<file path="config.mk">
export PLATFORM = sky130hd
export DESIGN_NAME = lcta_ctrl
export DESIGN_NICKNAME = d
export VERILOG_FILES = /design/src/assert_macros.svh /design/src/lcta_pkg.sv /design/src/lcta_ctrl.sv
export SDC_FILE = /design/constraint.sdc
export NUM_CORES = 1
export LEC_CHECK = 0
export ABC_AREA = 1
export BUFFER_PORTS_ARGS = -buffer_cell sky130_fd_sc_hd__buf_4
export CORE_MARGIN = 1
export CORE_UTILIZATION = 35
export CTS_CLUSTER_DIAMETER = 150
export DETAILED_ROUTE_END_ITERATION = 7
export GPL_TIMING_DRIVEN = 0
export PLACE_DENSITY = 0.66
export SLEW_MARGIN = 20
export SYNTH_ARGS = -nofsm -noshare
export SYNTH_HDL_FRONTEND = slang
export SYNTH_SLANG_ARGS = --single-unit
</file>
<file path="constraint.sdc">
create_clock -name clk -period 1.32 [get_ports clk]
set_clock_uncertainty 0.05 [all_clocks]
set_input_delay 0.132 -clock clk [delete_from_list [all_inputs] [get_ports clk]]
set_output_delay 0.132 -clock clk [all_outputs]
set_load 0.03 [all_outputs]
</file>
<file path="src/assert_macros.svh">
// Assertion macros shared by the RTL.
`ifndef ASSERT_MACROS_SVH
`define ASSERT_MACROS_SVH
`ifndef SYNTHESIS
// Implication checked at every clock edge outside reset.
`define LCTA_ASSERT_IMP(lbl, clk, rst_n, ante, cons) \
  lbl: assert property (@(posedge clk) disable iff (!rst_n) (ante) |-> (cons)) \
    else $error("assertion failed");
// Next-cycle implication checked outside reset.
`define LCTA_ASSERT_NEXT(lbl, clk, rst_n, ante, cons) \
  lbl: assert property (@(posedge clk) disable iff (!rst_n) (ante) |=> (cons)) \
    else $error("assertion failed");
`else
`define LCTA_ASSERT_IMP(lbl, clk, rst_n, ante, cons)
`define LCTA_ASSERT_NEXT(lbl, clk, rst_n, ante, cons)
`endif
`endif

</file>
<file path="src/lcta_pkg.sv">
// Shared types and constants for the least-cost transport allocation block.
package lcta_pkg;
  localparam int MaxRows    = 16;
  localparam int MaxCols    = 16;
  localparam int AmountBits = 16;
  localparam int RowW       = 4;
  localparam int ColW       = 4;
  localparam int CellW      = RowW + ColW;
  localparam int DimW       = 5;
  localparam int TotalW     = 37;
  localparam int SumW       = AmountBits + DimW;

  localparam logic [1:0] KIND_COST   = 2'd0;
  localparam logic [1:0] KIND_SUPPLY = 2'd1;
  localparam logic [1:0] KIND_DEMAND = 2'd2;
  localparam logic [1:0] KIND_SOLVE  = 2'd3;

  localparam logic [1:0] REG_NUM_ROWS = 2'd0;
  localparam logic [1:0] REG_NUM_COLS = 2'd1;

  typedef struct packed {
    logic [1:0]            kind;
    logic [RowW-1:0]       row;
    logic [ColW-1:0]       col;
    logic [AmountBits-1:0] value;
  } in_req_t;

  typedef struct packed {
    logic [TotalW-1:0] total_cost;
    logic              status;
  } out_req_t;

  typedef enum logic [3:0] {
    ST_IDLE, ST_SUM, ST_CHECK, ST_INIT, ST_SCAN, ST_SCAN_LAST, ST_PICK,
    ST_MUL, ST_ACC, ST_DONE
  } state_t;

  // Controller to datapath.
  typedef struct packed {
    logic load;      // write the accepted load request
    logic sum_clr;   // clear balance sums, counter, total, status and closed masks
    logic sum_step;  // add one supply and one demand
    logic init;      // copy stores to working copies, set open row and column counts
    logic scan_clr;  // start a scan round
    logic scan_step; // examine one cell
    logic pick;      // read chosen cell, update lines
    logic mul;       // register the product
    logic acc;       // add product to total
    logic unbal;     // latch unbalanced result
  } cmd_t;

  // Datapath to controller.
  typedef struct packed {
    logic sum_done;
    logic balanced;
    logic scan_last;  // the cell being scanned is the last one
    logic found;
    logic open_any;   // at least one open row and one open column
  } sts_t;
endpackage

</file>
<file path="src/lcta_ctrl.sv">
// Controller state machine for the solve sequence and the handshakes.
module lcta_ctrl (
  input  logic           clk,
  input  logic           rst_n,
  input  logic           in_valid,
  output logic           in_ready,
  input  logic [1:0]     in_kind,
  output logic           out_valid,
  input  logic           out_ready,
  input  lcta_pkg::sts_t sts,
  output lcta_pkg::cmd_t cmd
);
  import lcta_pkg::*;

  state_t state_r, state_nxt;
  logic   out_valid_r, out_valid_nxt;
  logic   in_acc;

  assign in_ready = (state_r == ST_IDLE) && !out_valid_r;
  assign in_acc   = in_valid && in_ready;
  assign out_valid = out_valid_r;

  always_comb begin
    state_nxt = state_r;
    unique case (state_r)
      ST_IDLE:      if (in_acc && in_kind == KIND_SOLVE) state_nxt = ST_SUM;
      ST_SUM:       if (sts.sum_done) state_nxt = ST_CHECK;
      ST_CHECK:     state_nxt = sts.balanced ? ST_INIT : ST_DONE;
      ST_INIT:      state_nxt = ST_SCAN;
      ST_SCAN: begin
        if (!sts.open_any) state_nxt = ST_DONE;
        else if (sts.scan_last) state_nxt = ST_SCAN_LAST;
      end
      ST_SCAN_LAST: state_nxt = sts.found ? ST_PICK : ST_DONE;
      ST_PICK:      state_nxt = ST_MUL;
      ST_MUL:       state_nxt = ST_ACC;
      ST_ACC:       state_nxt = ST_SCAN;
      ST_DONE:      state_nxt = ST_IDLE;
      default:      state_nxt = ST_IDLE;
    endcase
  end

  always_comb begin
    cmd = '0;
    unique case (state_r)
      ST_IDLE: begin
        cmd.load    = in_acc && in_kind != KIND_SOLVE;
        cmd.sum_clr = in_acc && in_kind == KIND_SOLVE;
      end
      ST_SUM:       cmd.sum_step = 1'b1;
      ST_CHECK:     cmd.unbal = !sts.balanced;
      ST_INIT:      cmd.init = 1'b1;
      ST_SCAN:      cmd.scan_step = sts.open_any;
      ST_SCAN_LAST: cmd.scan_step = 1'b0;
      ST_PICK:      cmd.pick = 1'b1;
      ST_MUL:       cmd.mul = 1'b1;
      ST_ACC: begin
        cmd.acc = 1'b1;
        cmd.scan_clr = 1'b1;
      end
      ST_DONE:      cmd = '0;
      default:      cmd = '0;
    endcase
    if (state_r == ST_INIT) cmd.scan_clr = 1'b1;
  end

  always_comb begin
    out_valid_nxt = out_valid_r;
    if (out_valid_r && out_ready) out_valid_nxt = 1'b0;
    if (state_r == ST_DONE) out_valid_nxt = 1'b1;
  end

  always_ff @(posedge clk) begin
    if (!rst_n) begin
      state_r     <= ST_IDLE;
      out_valid_r <= 1'b0;
    end else begin
      state_r     <= state_nxt;
      out_valid_r <= out_valid_nxt;
    end
  end
endmodule

</file>
# After elaboration in Yosys (flattened, before gate mapping)
# Index checks and enable logic that the tools add are counted.
totals:
  out_inout_bits: 12
  in_bits: 11
  ff_bits: 5
  elab_cells: 45
op_classes:
  reduce_logical: 11
  n_mux: 18
  n_eq_ne: 14
op_table:
  columns: ["cell", "n"]
  rows:
  - ["one-hot mux 4 bit (8 select lines)", 1]
  - ["two-way mux 4 bit", 6]
  - ["equality test 4 x 3 -> 1 bit, second input constant", 4]
  - ["two-way mux 1 bit", 10]
  - ["equality test 4 x 2 -> 1 bit, second input constant", 2]
  - ["equality test 4 bit, second input constant", 2]
  - ["logical AND 1 bit", 5]
  - ["equality test 4 x 1 -> 1 bit, second input constant", 1]
  - ["logical NOT 4 bit", 1]
  - ["!= test 2 bit, second input constant", 2]
  - ["!= test 3 bit, second input constant", 1]
  - ["AND reduction 3 bit", 1]
  - ["equality test 2 bit, second input constant", 1]
  - ["logical NOT 1 bit", 2]
  - ["two-way mux 2 bit", 1]
  - ["!= test 2 x 1 -> 1 bit, second input constant", 1]
  - ["nonzero test 2 bit", 1]
  - ["OR reduction 2 bit", 1]

# Depth between registers and ports, before layout
# Gate-level depths: netlist of run 1.
logic_depth:
  ltp_word: 6
  ltp_mapped: 8
  ltp_nobuf: 8

# Worst setup path before layout of run 1
# OpenSTA, ideal clock, no wires.
synth_timing:
  path_kind: "register -> output"
  from: "register state_r[3]"
  to: "output port cmd[9] in the netlist's numbering"
  path_stages_with_launch: 6
  n_path_buf: 0
  t_required_ns: 1.138
  arrival_ns: 1.539
  setup_slack_ns: -0.401
  cell_sequence: "dfxtp_1 -> nor2_4 -> inv_4 -> nor3_4 -> nand2_1 -> a21oi_1"
synth_lines:
  columns: ["element", "line", "source"]
  rows:
  - ["from (decl)", "lcta_ctrl.sv:15", "state_t state_r, state_nxt;"]
  - ["from (signal assigned)", "lcta_ctrl.sv:78", "state_r <= state_nxt;"]
  - ["to (decl)", "lcta_ctrl.sv:11", "output lcta_pkg::cmd_t cmd"]

==> impl_metrics.csv, run 1 <==
group,metric,value,unit
timing,worst_pin_slew,304,ps
timing,finalSetupViolCount,11,
timing,max_freq,0.666,GHz
floorplanning,ios,23,
synth,synth_seq_area_share,21.3,%
timing,fin_ws,-181,ps
clocking,cts_buffers,3,
synth,syn_area_per_cell,6.82,um2
global_routing,grt_usage,24.7,%
routing,via_count,608,
routing,drc,0,
floorplanning,die_h,38.7,um
synth,ys_ff_latch,5,
timing,final_hold_viol_count,0,
routing,ant_nets,0,
global_routing,antenna_found_initial,0,
final_layout,stdcell_count,126,
place,place_inst,105,
power,powerDensity,1620,mW/mm2
clocking,path_clk_slew,50,ps
place,io_buffers,22,
critical_path,cp-end-kind,"primary output",
job,drv_cap,0,
floorplanning,core,0.00117,mm2
timing,finalCriticalPeriod,1500,ps
floorplanning,initial_core_util,40.2,%
synth,synth_cell_types,22,
routing,dr.pass1.iters,4,
clocking,clk_path_buf_depth,2,
worst_hold_path,hp-class,"input pin to register",
synth,yosys.area.top_type,"dfxtp_1",
power,ir_worst_vdd,0.963,mV
synth,yosys_warnings,0,
timing,post-route-period-util,114,%
critical_path,cp-start-kind,"register",
place,place_congestion,0.791,
synth,netlist_top_cells_area,"dfxtp_1 (21%), nor2_4 (9.6%), nand2_1 (8.8%), nor2_1 (8.0%), inv_1 (7.2%)",
power,power.leakage,0.464,nW
clocking,htreeDepth,1,
synth,syn_nets,80,
place,placed_area,678,um2
global_routing,grt_pass1_vias,563,
final_layout,num_antenna_cells,0,
power,power,1.59,mW
routing,drt_iter0_drc,6,
critical_path,crit_required,1140,ps
timing,drv_slew,0,
timing,rsz0062_at_grt,"yes",
floorplanning,die_area,0.00149,mm2
clocking,clock_sinks,5,
final_layout,final_cell_mix,"buf_4 (27), buf_6 (12), nor2_4 (9)",
final_layout,syn2layout_area_growth,108,%
clocking,cts_tree,"built",
timing,timing.slew.headroom,79.7,%
routing,post_drt_wl_per_cell,14.2,um
routing,wl,1.79,mm
critical_path,cp_max_fo,3,
global_routing,grt_pass1_wl,2.45,mm
synth,synthesis.area,470,um2
routing,via_per_inst,4.83,
final_layout,fin_nets,124,
synth,async_flop_share,0,%
final_layout,drive_gt1_share,75.0,%
critical_path,path_class,"register to primary output",
global_routing,grt_max_degree,7,
floorplanning,die_x,38.7,um
final_layout,mostFrequentLayoutCell,"buf_4",
synth,synth_top_area_share,21.3,%
status,failed_checks,"setup timing",
place,dpl.hpwl,898,um
clocking,clkLatencyLatePin,240,ps
global_routing,gr-total-overflow,0,
clocking,ctsHoldBuffers,0,
final_layout,fin_area,978,um2
synth,synthCells,69,
clocking,clk_root_buffer_cell,"clkbuf_4",
critical_path,critical_path_arrival,1320,ps
synth,synth-edff-count,0,
floorplanning,row_count,12,
synth,ys.flop_type,"dfxtp_1",
status,status,"finished, violations left",
final_layout,finish.utilization,83.5,%
==> power breakdown <==
part | leakage, nW | internal (mW) | switching, mW
sequential | 0.0433 | 0.188 | 0.0301
clock | 0.0150 | 0.114 | 0.0603
combinational | 0.406 | 0.529 | 0.665
==> through the flow <==
stage	setup TNS [ps]	hold slack (ps)	setup slack [ps]
floorplan	-315	202	-171
global placement	-25.6	309	-25.6
detailed placement	-23.3	318	-23.3
CTS	-433	69.9	-127
global route	-1840	93.1	-238
finish	-1140	90.0	-181
==> synth_stat cells (2+ instances only) <==
cell type	count
inv_1	9
inv_2	3
nor3_2	2
nand2_1	11
nor2_1	10
nand3_1	6
nor2_4	4
nand3_2	2
a21oi_1	2
dfxtp_1	5
nand2_2	3
nor3_1	2
==> per-layer routing <==
| layer | global-route usage (%) | share of wire [%] | vias up |
|---|---|---|---|
| li1 | - | - | 306 |
| met5 | 0 | 0 | - |
| met1 | 30.2 | 42 | 285 |
| met4 | 12.9 | 2.4 | 0 |
| met2 | 40.8 | 53 | 13 |
| met3 | 4.05 | 2.5 | 4 |
==> worst paths after layout <==
check,to,from,cells after the start,slack (ps)
hold / removal,out_valid$_SDFFE_PN0P_,out_ready,4,90
hold reg to reg,out_valid$_SDFFE_PN0P_,out_valid$_SDFFE_PN0P_,2,520
setup reg to reg,state_r[0]$_SDFFE_PN0P_,state_r[3]$_SDFFE_PN0P_,8,-50
setup / recovery,cmd[5],state_r[3]$_SDFFE_PN0P_,6,-180
==> final cells by class <==
cell class                 instances  area [um2]
tap                               14        17.5
clock buffer                       4        26.3
inverter                          14        57.6
multi-input combinational         50         427
fill                              71         193
timing repair buffer              39         338
sequential                         5         113
==> sequential cells by signal (all words and copies together), names as in the netlist <==
name,flops
state_r,4
out_valid,1
==> logic make-up after synthesis <==
family / synth area share [%]
AO/OA/AOI/OAI: 12.2
buffers and inverters: 11.7
flip-flops: 21.3
AND/OR/NAND/NOR: 54.8
==> repair_timing <==
item | in CTS | in global routing
endpoints found under the setup margin | 11 | 15
buffers inserted | 12 | 5
gates resized for setup | 32 | 10
pin swaps | 8 | 9
hold endpoints to repair | 0 | 0
==> critical path, stage by stage, from the launching register on <==
cell and delay [ps]:
dfxtp_4 340, nor2_4 150, inv_4 50, buf_4 130, buf_6 120, o22ai_4 140
buf_6 160
(Power assumes the default switching activity.)
==> run 2, diff against run 1 <==
--- a/config.mk
+++ b/config.mk
@@ -12,7 +12,7 @@
 export CTS_CLUSTER_DIAMETER = 150
 export DETAILED_ROUTE_END_ITERATION = 7
 export GPL_TIMING_DRIVEN = 0
-export PLACE_DENSITY = 0.66
+export PLACE_DENSITY = 0.68
 export SLEW_MARGIN = 20
 export SYNTH_ARGS = -nofsm -noshare
 export SYNTH_HDL_FRONTEND = slang
==> constraint.sdc (replaced) <==
create_clock -name clk -period 1.3 [get_ports clk]
set_clock_uncertainty 0.05 [all_clocks]
set_input_delay 0.13 -clock clk [delete_from_list [all_inputs] [get_ports clk]]
set_output_delay 0.13 -clock clk [all_outputs]
set_load 0.03 [all_outputs]
==> run 2 against run 1 <==
  * The flow still finishes with violations (setup timing)
  * Highest routed layer unchanged
  * Global-route usage rose by 2.2 points
  * Critical path depth unchanged
  * First-iteration DRC count increased to 3.3 times the previous value
  * Flip-flop and latch count did not move
  * Design area rose by 9.6%
  * Power increased by 13%
==> impl_metrics.csv, run 2 (synthesis gave the netlist of run 1 again) <==
group,metric,value,unit
power,power.leakage,0.474,nW
timing,finalSetupViolCount,13,
clocking,clk_root_buffer_cell,"clkbuf_4",
clocking,cts_buffers,3,
critical_path,cp-startpoint,"state_r[2]$_SDFFE_PN0P_",
floorplanning,ios,23,
global_routing,antenna_found_initial,0,
final_layout,stdcell_count,127,
clocking,cts_tree,"built",
place,place_congestion,0.825,
timing,holdWs,71.5,ps
routing,via_per_inst,5.52,
power,p_sw,0.875,mW
critical_path,critical_path_arrival,1370,ps
final_layout,multi_input_comb_area,470,um2
floorplanning,row_count,12,
place,placed_area,678,um2
power,powerDensity,1670,mW/mm2
routing,drt_iter0_drc,20,
place,dpl.hpwl,883,um
timing,fin_ws,-251,ps
global_routing,gr-total-overflow,0,
floorplanning,die_area,0.00149,mm2
timing,finalCriticalPeriod,1550,ps
power,ir_worst_vdd,1.16,mV
routing,wl,2.51,mm
final_layout,largest_reg_flops,4,
floorplanning,core,0.00117,mm2
global_routing,grt_pass1_wl,2.68,mm
clocking,clock_sinks,5,
floorplanning,initial_core_util,40.2,%
timing,final_hold_viol_count,0,
status,status,"finished, violations left",
final_layout,fillCellCount,49,
critical_path,path_class,"register to primary output",
global_routing,grt_usage,26.9,%
floorplanning,die_x,38.7,um
power,p_comb_share,77.7,%
power,power,1.79,mW
routing,via_count,701,
critical_path,crit_required,1120,ps
final_layout,num_antenna_cells,0,
timing,post-route-period-util,119,%
final_layout,final_cell_mix,"buf_6 (20), buf_4 (19), nor2_4 (10)",
worst_hold_path,hp-start,"rst_n",
clocking,clk_path_buf_depth,2,
final_layout,fin_nets,125,
critical_path,cp-end-kind,"primary output",
final_layout,mostFrequentLayoutCell,"buf_6",
critical_path,cp_max_fo,2,
place,io_buffers,22,
final_layout,seq_area,113,um2
place,place_inst,105,
floorplanning,die_h,38.7,um
routing,dr.pass1.iters,4,
job,drv_cap,0,
routing,post_drt_wl_per_cell,19.8,um
clocking,clkLatencyLatePin,240,ps
routing,ant_nets,0,
timing,timing.slew.headroom,79.4,%
worst_hold_path,hp-class,"input pin to register",
clocking,path_clk_slew,40,ps
final_layout,drive_gt1_share,77.9,%
power,swShare,48.8,%
final_layout,fin_area,0.00107,mm2
status,failed_checks,"setup timing",
timing,max_freq,0.645,GHz
timing,drv_slew,0,
timing,rsz0062_at_grt,"yes",
final_layout,top_register,"state_r",
power,p_int,0.917,mW
clocking,htreeDepth,1,
timing,final.setup.tns,-1710,ps
power,clock_power_share,9.7,%
final_layout,syn2layout_area_growth,128,%
power,pwr-share-seq,12.6,%
routing,drc,0,
timing,worst_pin_slew,309,ps
critical_path,cp-start-kind,"register",
global_routing,grt_pass1_vias,588,
critical_path,r2r-start,"state_r[2]$_SDFFE_PN0P_",
global_routing,grt_max_degree,7,
[run 2: critical path, cell delays in order, from the launching register on]
cell and delay, ps:
dfxtp_2 330, nor2_4 160, inv_4 60, nor3_4 180
nand2_2 130, a21oi_4 130, buf_6 140
[run 2: stage by stage]
step	setup slack, ps	util [%]
after global placement	-48.1	57.9
after detailed placement	-49.0	57.9
final	-251	91.6
after global routing	-295	91.6
after floorplan	-189	-
after CTS	-153	80.2
[run 2: timing repair]
| item | in CTS | in global routing |
|---|---|---|
| buffers inserted | 13 | 6 |
| setup endpoints to repair | 11 | 15 |
| gates resized for setup | 38 | 24 |
| hold buffers | 0 | 0 |
| pin swaps | 13 | 16 |
[run 2: cell type report]
cell class	instances	share of cell area [%]
sequential	5	10.5
tap	14	1.63
timing repair buffer	40	35.7
multi-input combinational	50	43.9
inverter	14	5.83
clock buffer	4	2.45
[run 2: power groups by stage]
stage               logic [mW]  registers (mW)  clock network, mW
CTS                       1.16           0.223              0.174
global placement         0.748           0.225                  0
finish                    1.39           0.225              0.174
floorplan                0.578           0.218                  0
detailed placement       0.751           0.226                  0
global route              1.44           0.227              0.180
[run 2: final timing paths]
path	to	slack (ps)	cells past startpoint
max	cmd[9]	-250	6
min	state_r[0]$_SDFFE_PN0P_	70	3
max reg2reg	state_r[3]$_SDFFE_PN0P_	-110	8
min reg2reg	out_valid$_SDFFE_PN0P_	610	2
[run 2: metal layers]
metal	up-vias	GRT usage [%]	part of all wire, %
li1	311	-	-
met1	337	33.3	40
met4	0	18.1	3.8
met5	-	0	0
met2	40	42.1	52
met3	13	4.05	4.5
